**src/rtl/roll_reference_model_pid_ff_core_macros.svh**
```systemverilog
// Assertion macros shared by the roll loop RTL.
`ifndef ROLL_REFERENCE_MODEL_PID_FF_CORE_MACROS_SVH
`define ROLL_REFERENCE_MODEL_PID_FF_CORE_MACROS_SVH

// Same-cycle implication, checked out of reset.
`define RRM_ASSERT_NOW(lbl, clk, rstn, ante, cons) \
  lbl: assert property (@(posedge clk) disable iff (!rstn) (ante) |-> (cons)) \
    else $error("roll loop assertion failed");

// Next-cycle implication, checked out of reset.
`define RRM_ASSERT_NEXT(lbl, clk, rstn, ante, cons) \
  lbl: assert property (@(posedge clk) disable iff (!rstn) (ante) |=> (cons)) \
    else $error("roll loop assertion failed");

`endif

```
**src/rtl/rrm_mul.sv**
```systemverilog
// Shared signed multiplier with registered product.
module rrm_mul (
  input  logic               clk_i,
  input  logic               en_i,
  input  logic signed [32:0] a_i,
  input  logic signed [32:0] b_i,
  output logic signed [65:0] prod_o
);
  logic signed [65:0] prod_q;

  always_ff @(posedge clk_i) begin
    if (en_i) begin
      prod_q <= a_i * b_i;
    end
  end

  assign prod_o = prod_q;
endmodule

```
**config.mk**
```make
export PLATFORM = sky130hd
export DESIGN_NAME = rrm_mul
export DESIGN_NICKNAME = d
export VERILOG_FILES = /design/src/rtl/roll_reference_model_pid_ff_core_macros.svh /design/src/rtl/rrm_mul.sv
export SDC_FILE = /design/constraint.sdc
export NUM_CORES = 2
export LEC_CHECK = 0
export ABC_AREA = 1
export BUFFER_PORTS_ARGS = -buffer_cell sky130_fd_sc_hd__buf_2
export CORE_MARGIN = 5
export CORE_UTILIZATION = 25
export CTS_CLUSTER_SIZE = 16
export DETAILED_ROUTE_END_ITERATION = 16
export HOLD_SLACK_MARGIN = 0.05
export PLACE_DENSITY = 0.41
export RECOVER_POWER = 100
export SYNTH_ARGS = -nofsm -noshare
export SYNTH_HDL_FRONTEND = slang
export SYNTH_SLANG_ARGS = --single-unit
```
**constraint.sdc**
```tcl
create_clock -name clk_i -period 6.53 [get_ports clk_i]
set_input_delay 0.3265 -clock clk_i [delete_from_list [all_inputs] [get_ports clk_i]]
set_output_delay 0.3265 -clock clk_i [all_outputs]
set_load 0.03 [all_outputs]
```
==> run_results.csv <==
group,metric,value,unit
detailed_routing,post_drt_via_cell_ratio,4.10,
worst_setup_path,cp_data_required_time,6.64,ns
detailed_routing,uppermost_routed_layer,"met4",
die,die_area,0.184,mm²
status,outcome,"complete, but fails checks",
timing,finalCriticalPeriod,6.61,ns
detailed_routing,route.layer.met1.wl,65200,µm
die,floorplan.rows,153,
timing,timing_max_transition_violations_final,67,
synth,yosysWarnings,0,
timing,timing.final.ws_setup,-0.0790,ns
layout,num-fill-cells,18658,
layout,layout.cells.non_filler,8377,
clocking,numClockSinks,66,
worst_hold_path,timing.hold.worst.class,"in2reg",
worst_setup_path,cpLargestDelayFamily,"adder cells",
synth,synth.largest_area_cell,"sky130_fd_sc_hd__fa_1",
timing,slew_of_the_pin_with_the_lowest_slew_margin,4.37,ns
clocking,clock_tree.buffer_depth,2,
die,floorplan.initialDensity,25.2,%
worst_setup_path,critPathKind,"in2reg",
synth,synth_enable_flop_cells,66,
synth,synth_commonest_cells,"sky130_fd_sc_hd__inv_1, sky130_fd_sc_hd__nand2_1, sky130_fd_sc_hd__fa_1",
detailed_routing,route.antenna.remaining_nets,0,
placed_design,post-place-ws,-1.01,ns
clocking,tritoncts,"built",
die,dieWidth,429,µm
die,floorplan.io_pins,134,
detailed_routing,drt_first_iter_violations,1795,
global_route,grt_overflow_total,0,
placed_design,numPortBuffers,133,
detailed_routing,drt_pre_antenna_iters,5,
worst_setup_path,critical-path-slowest-cell,"sky130_fd_sc_hd__fa_2",
clocking,post_cts_hold_buffer_count,0,
layout,post_route_cells_drive_above_1_share,23.5,%
detailed_routing,wire_per_inst,18.1,µm
synth,share_of_flip_flops_with_an_asynchronous_set_or_reset,0,%
die,die-height,429,µm
synth,synth_sequential_area_ratio,4.52,%
timing,relSlewSlack,-192,%
timing,timing.final.setup_violations,8,
worst_setup_path,critical-path-top-cell-by-count,"sky130_fd_sc_hd__fa_2",
global_route,grt_pass1_wl,233000,µm
synth,instance_count_of_the_mapped_netlist,5543,
worst_setup_path,end_kind,"flip-flop",
global_route,antenna_found_initial,6,
clocking,cts_inserted_buffers,9,
worst_setup_path,critical_path.max_stage_delay,0.64,ns
die,core_region_area,0.174,mm²
timing,grt_setup_unrepaired,"yes",
flow_run,max_cap_viol_count,1,
synth,yosys.cell_count.top_type,"sky130_fd_sc_hd__inv_1",
status,failed_checks,"capacitance limit, slew limit, setup timing",
placed_design,placed_cells,8262,
worst_setup_path,critical_path.n_buffers_inverters,9,
synth,mappedNetlistNets,6973,
global_route,grt_pass1_vias,38183,
worst_setup_path,crit_arrival,6.71,ns
timing,timing.final.crit_share,101,%
placed_design,place_congestion,0.883,
layout,areaGrowthSynthToFinish,29.2,%
placed_design,post-dp-hpwl,132000,µm
detailed_routing,drcViolationCount,0,
detailed_routing,routed-via-count,34369,
worst_setup_path,crit_fanout,5,
detailed_routing,detailroute.wirelength.met3,4850,µm
synth,synth.ff_latch_count,66,
timing,hold_fails_final_rpt,0,
global_route,grt.total_usage,16.5,%
synth,synth_top_area_share,52.3,%
detailed_routing,finalWirelength,152000,µm
clocking,clock_tree.htree_level_count,3,
clocking,clk_transition_reported_paths,0.06,ns
synth,cell_area_after_synthesis,0.0438,mm²
synth,synth_top_cells_by_area,"sky130_fd_sc_hd__fa_1, sky130_fd_sc_hd__inv_1, sky130_fd_sc_hd__nand2_1",
detailed_routing,routed-wl-met2,77500,µm
timing,achievable-frequency,151,MHz
global_route,grt_max_degree,67,
layout,finish.net_count,7473,
clocking,master_cell_of_the_clock_root_buffer,"sky130_fd_sc_hd__clkbuf_16",
synth,synthDistinctLibCells,35,
layout,largest_reg_flops,66,
worst_setup_path,setup.worst_path.start_class,"primary input",
synth,synth_flop_cell,"sky130_fd_sc_hd__edfxtp_1",
synth,syn_area_per_cell,7.91,µm²
==> routing by layer <==
| layer | global-route usage, % | vias to the layer above |
|---|---|---|
| met4 | 4.24 | 0 |
| met2 | 29.8 | 579 |
| met1 | 21.3 | 17557 |
| met3 | 1.27 | 158 |
| met5 | 0 | - |
| li1 | - | 16075 |
==> logic make-up (layout without fill, tap and decap cells) <==
kind of cell	Yosys count	after routing	synth area share [%]
xor+xnor	41	41	0.819
compound gates	106	106	1.36
other cells	0	4	0
simple gates	1810	1810	16.3
flops	66	66	4.52
fa+ha+maj	1362	1362	58.5
buf+inv	2158	2663	18.5
==> layout by cell type, fill, tap and decap left out, types with 20 or more instances in the layout <==
| master | count |
|---|---|
| sky130_fd_sc_hd__ha_4 | 49 |
| sky130_fd_sc_hd__inv_2 | 123 |
| sky130_fd_sc_hd__nor2_1 | 61 |
| sky130_fd_sc_hd__nand2_1 | 1314 |
| sky130_fd_sc_hd__nand3_2 | 28 |
| sky130_fd_sc_hd__nand3_1 | 41 |
| sky130_fd_sc_hd__fa_1 | 1072 |
| sky130_fd_sc_hd__xor2_1 | 29 |
| sky130_fd_sc_hd__ha_1 | 168 |
| sky130_fd_sc_hd__buf_6 | 83 |
| sky130_fd_sc_hd__nand2_4 | 87 |
| sky130_fd_sc_hd__a21oi_4 | 24 |
| sky130_fd_sc_hd__clkbuf_16 | 20 |
| sky130_fd_sc_hd__a21oi_2 | 32 |
| sky130_fd_sc_hd__nor2_2 | 23 |
| sky130_fd_sc_hd__fa_2 | 73 |
| sky130_fd_sc_hd__buf_4 | 450 |
| sky130_fd_sc_hd__clkbuf_1 | 69 |
| sky130_fd_sc_hd__nor2_4 | 70 |
| sky130_fd_sc_hd__edfxtp_1 | 66 |
| sky130_fd_sc_hd__buf_12 | 95 |
| sky130_fd_sc_hd__nand2_2 | 127 |
| sky130_fd_sc_hd__inv_1 | 1753 |
==> worst min-delay path, cell delays in order <==
cell                      delay (ns)
sky130_fd_sc_hd__buf_6          0.13
sky130_fd_sc_hd__buf_4          0.22
sky130_fd_sc_hd__nand2_1        0.14
sky130_fd_sc_hd__inv_1          0.05
==> worst paths after layout <==
path,start,end,cells after the start
setup / recovery,b_i[2],prod_o[58]$_DFFE_PP_,27
hold / removal,b_i[0],prod_o[0]$_DFFE_PP_,4
==> cell type report <==
| type | instances | area (µm²) | share of cell area [%] |
|---|---|---|---|
| Clock buffer | 9 | 225 | 0.398 |
| Sequential cell | 66 | 1980 | 3.50 |
| Timing Repair Buffer | 752 | 7200 | 12.7 |
| Clock inverter | 7 | 141 | 0.250 |
| Inverter | 1895 | 7170 | 12.7 |
| Antenna cell | 4 | 10.0 | 0.0177 |
| Tap cell | 2325 | 2910 | 5.14 |
| Multi-Input combinational cell | 3319 | 37000 | 65.3 |
==> what timing repair did <==
item	4_1_cts	5_1_grt
setup endpoints to repair	46	47
buffers inserted	38	55
gates resized for setup	438	617
cloned	5	11
pin swaps	157	313
==> per-stage QoR <==
step	instance area (µm²)	utilization (%)	TNS, ns	hold WS (ns)
floorplan	44200	-	-0.747	0.439
detailed placement	51600	29.6	-36.47	0.808
global placement	51600	29.6	-36.59	0.808
global route	56600	32.5	-5.69	0.677
finish	56600	32.5	-0.236	0.687
CTS	54100	31.0	-0.842	0.707
Power is left out: the tool's default activity adds up to more than one toggle a clock period on the data nets, which glitch-free logic cannot reach.
