===== src/rtl/roll_reference_model_pid_ff_core_macros.svh =====
// Assertion macros shared by the roll loop RTL.
`ifndef ROLL_REFERENCE_MODEL_PID_FF_CORE_MACROS_SVH
`define ROLL_REFERENCE_MODEL_PID_FF_CORE_MACROS_SVH

// Same-cycle implication, checked out of reset.
`define RRM_ASSERT_NOW(lbl, clk, rstn, ante, cons) \
  lbl: assert property (@(posedge clk) disable iff (!rstn) (ante) |-> (cons)) \
    else $error("roll loop assertion failed");

// Next-cycle implication, checked out of reset.
`define RRM_ASSERT_NEXT(lbl, clk, rstn, ante, cons) \
  lbl: assert property (@(posedge clk) disable iff (!rstn) (ante) |=> (cons)) \
    else $error("roll loop assertion failed");

`endif


===== src/rtl/rrm_pkg.sv =====
// Shared types and constants of the roll loop.
package rrm_pkg;

  localparam int unsigned AddrW = 5;

  localparam logic [2:0] RegAttGain  = 3'd0;
  localparam logic [2:0] RegRateGain = 3'd1;
  localparam logic [2:0] RegIntGain  = 3'd2;
  localparam logic [2:0] RegFfaInit  = 3'd3;
  localparam logic [2:0] RegFfdInit  = 3'd4;
  localparam logic [2:0] RegMixGain  = 3'd5;
  localparam logic [2:0] RegIntLimit = 3'd6;
  localparam logic [2:0] RegAdaptEn  = 3'd7;

  // round(x/60) = floor((2x + 60)/120); bias numerator by 120*2^14 to keep it positive,
  // then floor(m/120) = (m * ceil(2^30/120)) >> 30 exactly for m < 2^22.
  localparam logic signed [32:0] DivAdd   = 33'sd1966140;
  localparam logic signed [32:0] DivRecip = 33'sd8947849;
  localparam logic signed [22:0] DivBias  = 23'sd16384;
  localparam int unsigned        DivShift = 30;

  localparam logic signed [32:0] KffaStep = 33'sd1377;
  localparam logic signed [32:0] KffdStep = 33'sd17211;
  localparam int unsigned        StepFracBits = 20;

  typedef struct packed {
    logic signed [31:0] att_gain;
    logic signed [31:0] rate_gain;
    logic signed [31:0] int_gain;
    logic signed [31:0] mix_gain;
    logic [14:0]        int_limit;
    logic               adapt_en;
    logic               ffa_load;
    logic               ffd_load;
    logic signed [31:0] load_val;
  } cfg_t;

endpackage


===== src/rtl/rrm_cfg.sv =====
// APB register file of the roll loop.
module rrm_cfg (
  input  logic                    clk_i,
  input  logic                    rst_ni,
  input  logic                    psel,
  input  logic                    penable,
  input  logic                    pwrite,
  input  logic [rrm_pkg::AddrW-1:0] paddr,
  input  logic [31:0]             pwdata,
  output logic [31:0]             prdata,
  output logic                    pready,
  output rrm_pkg::cfg_t           cfg_o
);
  import rrm_pkg::*;

  logic signed [31:0] att_q, rg_q, ig_q, ffa_q, ffd_q, mix_q;
  logic [14:0]        lim_q;
  logic               adapt_q;
  logic               wr;
  logic [2:0]         idx;

  assign idx    = paddr[4:2];
  assign wr     = psel && penable && pwrite;
  assign pready = 1'b1;

  always_ff @(posedge clk_i or negedge rst_ni) begin
    if (!rst_ni) begin
      att_q   <= '0;
      rg_q    <= '0;
      ig_q    <= '0;
      ffa_q   <= '0;
      ffd_q   <= '0;
      mix_q   <= '0;
      lim_q   <= '0;
      adapt_q <= 1'b0;
    end else if (wr) begin
      unique case (idx)
        RegAttGain:  att_q   <= pwdata;
        RegRateGain: rg_q    <= pwdata;
        RegIntGain:  ig_q    <= pwdata;
        RegFfaInit:  ffa_q   <= pwdata;
        RegFfdInit:  ffd_q   <= pwdata;
        RegMixGain:  mix_q   <= pwdata;
        RegIntLimit: lim_q   <= pwdata[14:0];
        RegAdaptEn:  adapt_q <= pwdata[0];
        default: ;
      endcase
    end
  end

  always_comb begin
    unique case (idx)
      RegAttGain:  prdata = att_q;
      RegRateGain: prdata = rg_q;
      RegIntGain:  prdata = ig_q;
      RegFfaInit:  prdata = ffa_q;
      RegFfdInit:  prdata = ffd_q;
      RegMixGain:  prdata = mix_q;
      RegIntLimit: prdata = {17'b0, lim_q};
      RegAdaptEn:  prdata = {31'b0, adapt_q};
      default:     prdata = '0;
    endcase
  end

  always_comb begin
    cfg_o.att_gain  = att_q;
    cfg_o.rate_gain = rg_q;
    cfg_o.int_gain  = ig_q;
    cfg_o.mix_gain  = mix_q;
    cfg_o.int_limit = lim_q;
    cfg_o.adapt_en  = adapt_q;
    cfg_o.ffa_load  = wr && (idx == RegFfaInit);
    cfg_o.ffd_load  = wr && (idx == RegFfdInit);
    cfg_o.load_val  = pwdata;
  end
endmodule


===== config.mk =====
export PLATFORM = sky130hd
export DESIGN_NAME = rrm_cfg
export DESIGN_NICKNAME = d
export VERILOG_FILES = /design/src/rtl/roll_reference_model_pid_ff_core_macros.svh /design/src/rtl/rrm_pkg.sv /design/src/rtl/rrm_cfg.sv
export SDC_FILE = /design/constraint.sdc
export NUM_CORES = 1
export LEC_CHECK = 0
export ABC_CLOCK_PERIOD_IN_PS = 1610
export BUFFER_PORTS_ARGS = -buffer_cell sky130_fd_sc_hd__buf_4
export CORE_MARGIN = 2
export CORE_UTILIZATION = 35
export CTS_BUF_LIST = sky130_fd_sc_hd__clkbuf_4 sky130_fd_sc_hd__clkbuf_8 sky130_fd_sc_hd__clkbuf_16
export DETAILED_ROUTE_END_ITERATION = 12
export PLACE_DENSITY_LB_ADDON = 0.25
export RECOVER_POWER = 50
export REMOVE_ABC_BUFFERS = 1
export SYNTH_ARGS = -nofsm -noshare
export SYNTH_HDL_FRONTEND = slang
export SYNTH_SLANG_ARGS = --single-unit

===== constraint.sdc =====
create_clock -name clk_i -period 1.61 [get_ports clk_i]
set_input_delay 0.161 -clock clk_i [delete_from_list [all_inputs] [get_ports clk_i]]
set_output_delay 0.161 -clock clk_i [all_outputs]
set_load 0.1 [all_outputs]

==> impl_metrics.yaml, run 1 <==
timing:
  maxClockFrequency_mhz: 487
  finalHoldViolCount: 0
  fin_skew_ps: 0
  worstMarginPinSlew_ps: 1160
  relSlewSlack_pct: 22.8
  rsz0062_at_grt: "true"
  final-setup-viol-count: 60
  fin_ws_ps: -443
  period_needed_ps: 2050
  maxSlewViolCount: 0
  finalCritPeriodShare_pct: 128
logic_synthesis:
  synthCells: 748
  yosysWarnings: 0
  seq_area_frac_synth_pct: 53.1
  avgSynthCellArea_um2: 13.1
  yosys_most_used_dff: "dfrtp_1"
  synth.cells.most_frequent: "dfrtp_1, mux2_2, a21oi_1, buf_4, nor2_1"
  yosys.cell_count.top_type: "dfrtp_1"
  synth_top_area_share_pct: 53.1
  synth_area_um2: 9800
  ys_types: 37
  ys_top_cells_by_area: "dfrtp_1, mux2_2, mux2_4"
  synth_edf_count: 0
  ys_ff_latch: 208
  synth_top_area_cell: "dfrtp_1"
  ys_async_sr_fraction_pct: 100
placed_design:
  dpl_worst_slack_ps: -197
  dp_hpwl_um: 20600
  place_area_um2: 12600
  place_congestion: 0.788
  port_buffers: 249
drt:
  wl_um: 31300
  wl_per_cell_um: 20.3
  vias_per_cell: 4.96
  drt_iter0_markers: 357
  drt-pass1-iter-count: 5
  drtAntennaViolNets: 0
  via_count: 7637
  drcViolationCount: 0
flow_run:
  drv_cap: 0
grt:
  grt_max_degree: 44
  grt_pass1_wl_um: 47500
  track_usage_pct: 21.1
  grt_overflow: 0
  grt-busiest-layer: "met2"
  grt_use_met2_pct: 35.3
  grt_use_met1_pct: 28.6
  grtUsageMet3_pct: 4.21
  grt_pass1_vias: 8046
  grt_antenna_before_repair: 0
finish:
  num_antenna_cells: 0
  layout-drive-gt1-share_pct: 63.3
  area_delta_synth_final_pct: 50.3
  final_core_util_pct: 53.1
  stdcell_area_um2: 14700
  finalNetCount: 1185
die:
  io_pins: 253
  start_util_pct: 35.4
  die_y_um: 171
  die_w_um: 171
  dieArea_um2: 29300
  rows: 61
  core_um2: 27700
clock_network:
  tritoncts: "built"
  numCtsBuffers: 24
  clockBufferDepth: 3
  numClockSinks: 208
  cts_root_buffer: "clkbuf_16"
  h-tree-depth: 1
  clkTransAtPathRegs_ps: 60
  clk_latency_ps: 510
power_and_ir_drop:
  vdd_drop_max_mv: 0.969
  leakagePower_nw: 7.15
  power_density_nw_per_um2: 1660
worst_hold_path:
  hold_depth: 5
  min_path_type: "in2reg"
outcome:
  violations: "negative setup slack"
  status: "finished, violations left"
worst_setup_path:
  cp.arrival_ps: 1890
  critPathKind: "reg2out"
  crit_path_max_fanout: 2
  crit_path_end_kind: "output port"
  required_ps: 1450
  r2r_cells: 3
  worst_setup_path_start_kind: "flip-flop"
cell type report:
cell class,count,area [um^2]
Clock buffer,32,703
Clock inverter,12,151
Fill cell,2411,13000
Inverter,12,45.0
Multi-Input combinational cell,445,4260
Sequential cell,208,5200
Tap cell,378,473
Timing Repair Buffer,452,3880
path summary, 6_finish.rpt:
check	slack (ps)	endpoint	from
setup / recovery	-440	prdata[29]	mix_q[29]
min in group asynchronous	430	rg_q[1]	rst_ni
setup reg to reg	560	att_q[8]	att_q[8]
hold / removal	290	adapt_q	penable
max in group asynchronous	150	mix_q[22]	rst_ni
hold reg to reg	500	ffa_q[25]	ffa_q[25]
logic make-up (layout without fill, tap and decap cells):
| kind of cell | count (synthesis) | in the layout | share of synthesized area (%) |
|---|---|---|---|
| muxes | 240 | 240 | 29.3 |
| DFF | 208 | 208 | 53.1 |
| AOI/OAI and AO/OA | 116 | 116 | 7.64 |
| buffers and inverters | 95 | 508 | 5.88 |
| and+or+nand+nor | 88 | 88 | 4.02 |
| other | 1 | 1 | 0.0383 |
layer usage:
| layer | share of wire, % | vias to the layer above |
|---|---|---|
| met5 | 0 | - |
| li1 | - | 3451 |
| met2 | 49 | 217 |
| met1 | 44 | 3940 |
| met4 | 1.1 | 0 |
| met3 | 5.4 | 29 |
timing repair:
action / in CTS / in global routing
pin swaps: 47 / 15
buffers inserted: 69 / 9
resized for setup: 95 / 59
endpoints found under the hold margin: 398 / 0
hold buffers: 33 / 0
setup endpoints to repair: 34 / 35
per-stage QoR:
step           std cells  hold slack (ps)  total power, mW  TNS [ps]
4_1_cts             1532              155             24.4     -6310
3_5_place_dp        1387              136             17.7    -17240
2_1_floorplan        665             -135             14.8   -152990
6_report            1539              293             24.5    -13380
5_1_grt             1539              315             25.4    -21590
3_3_place_gp        1387              127             17.6    -16330
flip-flops by register name (all words and copies together), names as in the netlist:
signal   count
att_q       32
ig_q        32
ffd_q       32
rg_q        32
adapt_q      1
mix_q       32
lim_q       15
ffa_q       32
where the power goes:
part | switching [mW] | internal (mW)
Clock | 2.25 | 3.57
Sequential | 0.721 | 6.26
Combinational | 8.41 | 3.29
Total | 11.4 | 13.1
critical path, stage by stage, from the launching register on:
cell and delay, ps:
dfrtp_1 380, mux2_2 270, a222oi_1 370, a21oi_1 150
buf_6 200
placed cells by master, fill, tap and decap left out, drive strengths merged:
| cell | netlist | final |
|---|---|---|
| a211oi | 8 | 8 |
| a21o | 3 | 3 |
| a21oi | 41 | 41 |
| a221oi | 9 | 9 |
| a222oi | 2 | 2 |
| a22o | 9 | 9 |
| a22oi | 10 | 10 |
| a32oi | 4 | 4 |
| buf | 71 | 400 |
| bufinv | 0 | 3 |
| clkbuf | 12 | 51 |
| clkinv | 0 | 6 |
| clkinvlp | 0 | 2 |
| conb | 1 | 1 |
| dfrtp | 208 | 208 |
| dlygate4sd3 | 0 | 33 |
| inv | 12 | 13 |
| mux2 | 203 | 203 |
| mux2i | 29 | 29 |
| mux4 | 8 | 8 |
| nand2 | 24 | 24 |
| nand2b | 6 | 6 |
| nand4 | 2 | 2 |
| nor2 | 47 | 47 |
| nor2b | 6 | 6 |
| o211ai | 1 | 1 |
| o21ai | 21 | 21 |
| o22a | 4 | 4 |
| o22ai | 4 | 4 |
| or2 | 2 | 2 |
| or3 | 1 | 1 |
(Power assumes the default switching activity.)
==> run 2, diff against run 1 <==
--- a/config.mk
+++ b/config.mk
@@ -6,11 +6,12 @@
 export NUM_CORES = 1
 export LEC_CHECK = 0
 export ABC_CLOCK_PERIOD_IN_PS = 1610
-export BUFFER_PORTS_ARGS = -buffer_cell sky130_fd_sc_hd__buf_4
 export CORE_MARGIN = 2
 export CORE_UTILIZATION = 35
 export CTS_BUF_LIST = sky130_fd_sc_hd__clkbuf_4 sky130_fd_sc_hd__clkbuf_8 sky130_fd_sc_hd__clkbuf_16
 export DETAILED_ROUTE_END_ITERATION = 12
+export DONT_BUFFER_PORTS = 1
+export MAX_ROUTING_LAYER = met4
 export PLACE_DENSITY_LB_ADDON = 0.25
 export RECOVER_POWER = 50
 export REMOVE_ABC_BUFFERS = 1
==> run 2 against run 1 <==
  * The run ends with negative hold slack, negative setup slack left
  * Fmax grew 5.4%
  * Critical endpoint unchanged
  * Routed wire length decreased by 6.3%
  * Non-clock buffer count shrank 180
==> impl_metrics.yaml, run 2 (synthesis results as in run 1) <==
power_and_ir_drop:
  vdd_drop_max_mv: 0.963
  leakagePower_nw: 6.28
  power_density_nw_per_um2: 1720
worst_setup_path:
  crit_path_end_kind: "output port"
  crit_path_max_fanout: 2
  cp.arrival_ps: 1790
  cp-startpoint: "mix_q[29]"
  required_ps: 1450
  worst_setup_path_start_kind: "flip-flop"
  critPathKind: "reg2out"
  reg2reg_from: "att_q[9]"
clock_network:
  tritoncts: "built"
  numClockSinks: 208
  clockBufferDepth: 3
  clkTransAtPathRegs_ps: 60
  clk_latency_ps: 510
  cts_root_buffer: "clkbuf_16"
  hold_buffers: 32
  numCtsBuffers: 25
  h-tree-depth: 1
timing:
  hold_ws_ps: -654
  rsz0062_at_grt: "true"
  worstMarginPinSlew_ps: 695
  maxClockFrequency_mhz: 514
  period_needed_ps: 1950
  tns_ps: -5180
  finalCritPeriodShare_pct: 121
  relSlewSlack_pct: 53.7
  final-setup-viol-count: 33
  maxSlewViolCount: 0
  fin_ws_ps: -337
  finalHoldViolCount: 208
  fin_skew_ps: 0
drt:
  drcViolationCount: 0
  drtAntennaViolNets: 0
  drt-pass1-iter-count: 4
  via_count: 6942
  wl_per_cell_um: 21.7
  vias_per_cell: 5.13
  wl_um: 29300
  drt_iter0_markers: 298
finish:
  fill_cells: 2446
  layout_commonest_cell: "dfrtp_1"
  num_antenna_cells: 0
  multi_input_area_um2: 4310
  layout.area.seq_um2: 5200
  area_delta_synth_final_pct: 37.3
  final_core_util_pct: 48.5
  finalNetCount: 1006
  layout-drive-gt1-share_pct: 57.2
  final_cell_mix: "dfrtp_1, buf_4, mux2_2"
die:
  die_y_um: 171
  start_util_pct: 35.4
  die_w_um: 171
  core_um2: 27700
  io_pins: 253
  rows: 61
  dieArea_um2: 29300
outcome:
  violations: "negative hold slack, negative setup slack"
  status: "finished, violations left"
grt:
  grt_pass1_vias: 7553
  grt_pass1_wl_um: 44700
  grt_max_degree: 209
  track_usage_pct: 20.4
  grt_antenna_before_repair: 0
  grt_overflow: 0
placed_design:
  port_buffers: 0
  place_congestion: 0.809
  dp_hpwl_um: 18500
worst_hold_path:
  min_path_type: "in2async"
flow_run:
  drv_cap: 0
==> run 2: changes by cell type in the layout (fill, tap and decap cells not counted), sizes merged <==
cell / before / now
clkinv: 6 / 3
buf: 400 / 233
dlygate4sd3: 33 / 32
inv: 13 / 12
clkinvlp: 2 / 0
bufinv: 3 / 2
clkbuf: 51 / 41
==> run 2: path summary, 6_finish.rpt <==
check	to	slack [ps]	cells past startpoint
worst max-delay path	prdata[29]	-340	4
worst min-delay path	mix_q[29]	-650	0
worst max register to register	att_q[9]	330	4
worst min register to register	ffa_q[29]	500	1
max in group asynchronous	att_q[5]	1900	0
min in group clk_i	adapt_q	80	3
==> run 2: repair_timing <==
item	CTS	global route
gates resized for setup	32	16
setup endpoints to repair	32	32
setup buffers	16	12
pin swaps	41	19
endpoints found under the hold margin	416	208
==> run 2: critical path, cell delays in order, from the launching register on <==
cell and delay [ps]:
dfrtp_1 380, mux2_2 270, a222oi_1 330, a21oi_2 120
buf_12 180
==> run 2: through the flow <==
stage / instance area [um^2] / instances / worst slack (ps) / total power, mW / hold slack [ps]
finish: 13400 / 1354 / -337 / 23.1 / -654
floorplan: 9270 / 665 / -2020 / 14.8 / -135
global placement: 12000 / 1255 / 128 / 17.1 / -124
global route: 13400 / 1354 / -412 / 23.9 / -680
detailed placement: 12000 / 1255 / 113 / 17.3 / -126
CTS: 13400 / 1342 / -375 / 23.2 / -681
==> run 2: report_power, final <==
part | total, mW | switching, mW | internal [mW] | leakage [nW]
Combinational | 10.7 | 7.83 | 2.86 | 3.23
Clock | 5.52 | 2.09 | 3.42 | 0.403
Sequential | 6.88 | 0.610 | 6.27 | 2.64
==> run 2: metal layers <==
layer / part of all wire (%) / vias to the layer above / wire length [um] / global-route usage [%]
met5: 0 / - / 0 / -
met4: 2.2 / 0 / 637 / 4.86
met3: 6.8 / 52 / 1980 / 4.79
met2: 50 / 218 / 14700 / 34.5
met1: 41 / 3589 / 12000 / 24.8
li1: - / 3083 / - / -
==> run 2: area by class of cell <==
cell class                 instances  area share, %
multi-input combinational        445           32.1
clock inverter                     5          0.586
tap                              378           3.52
inverter                          12          0.335
clock buffer                      34           5.39
timing repair buffer             272           19.4
sequential                       208           38.7
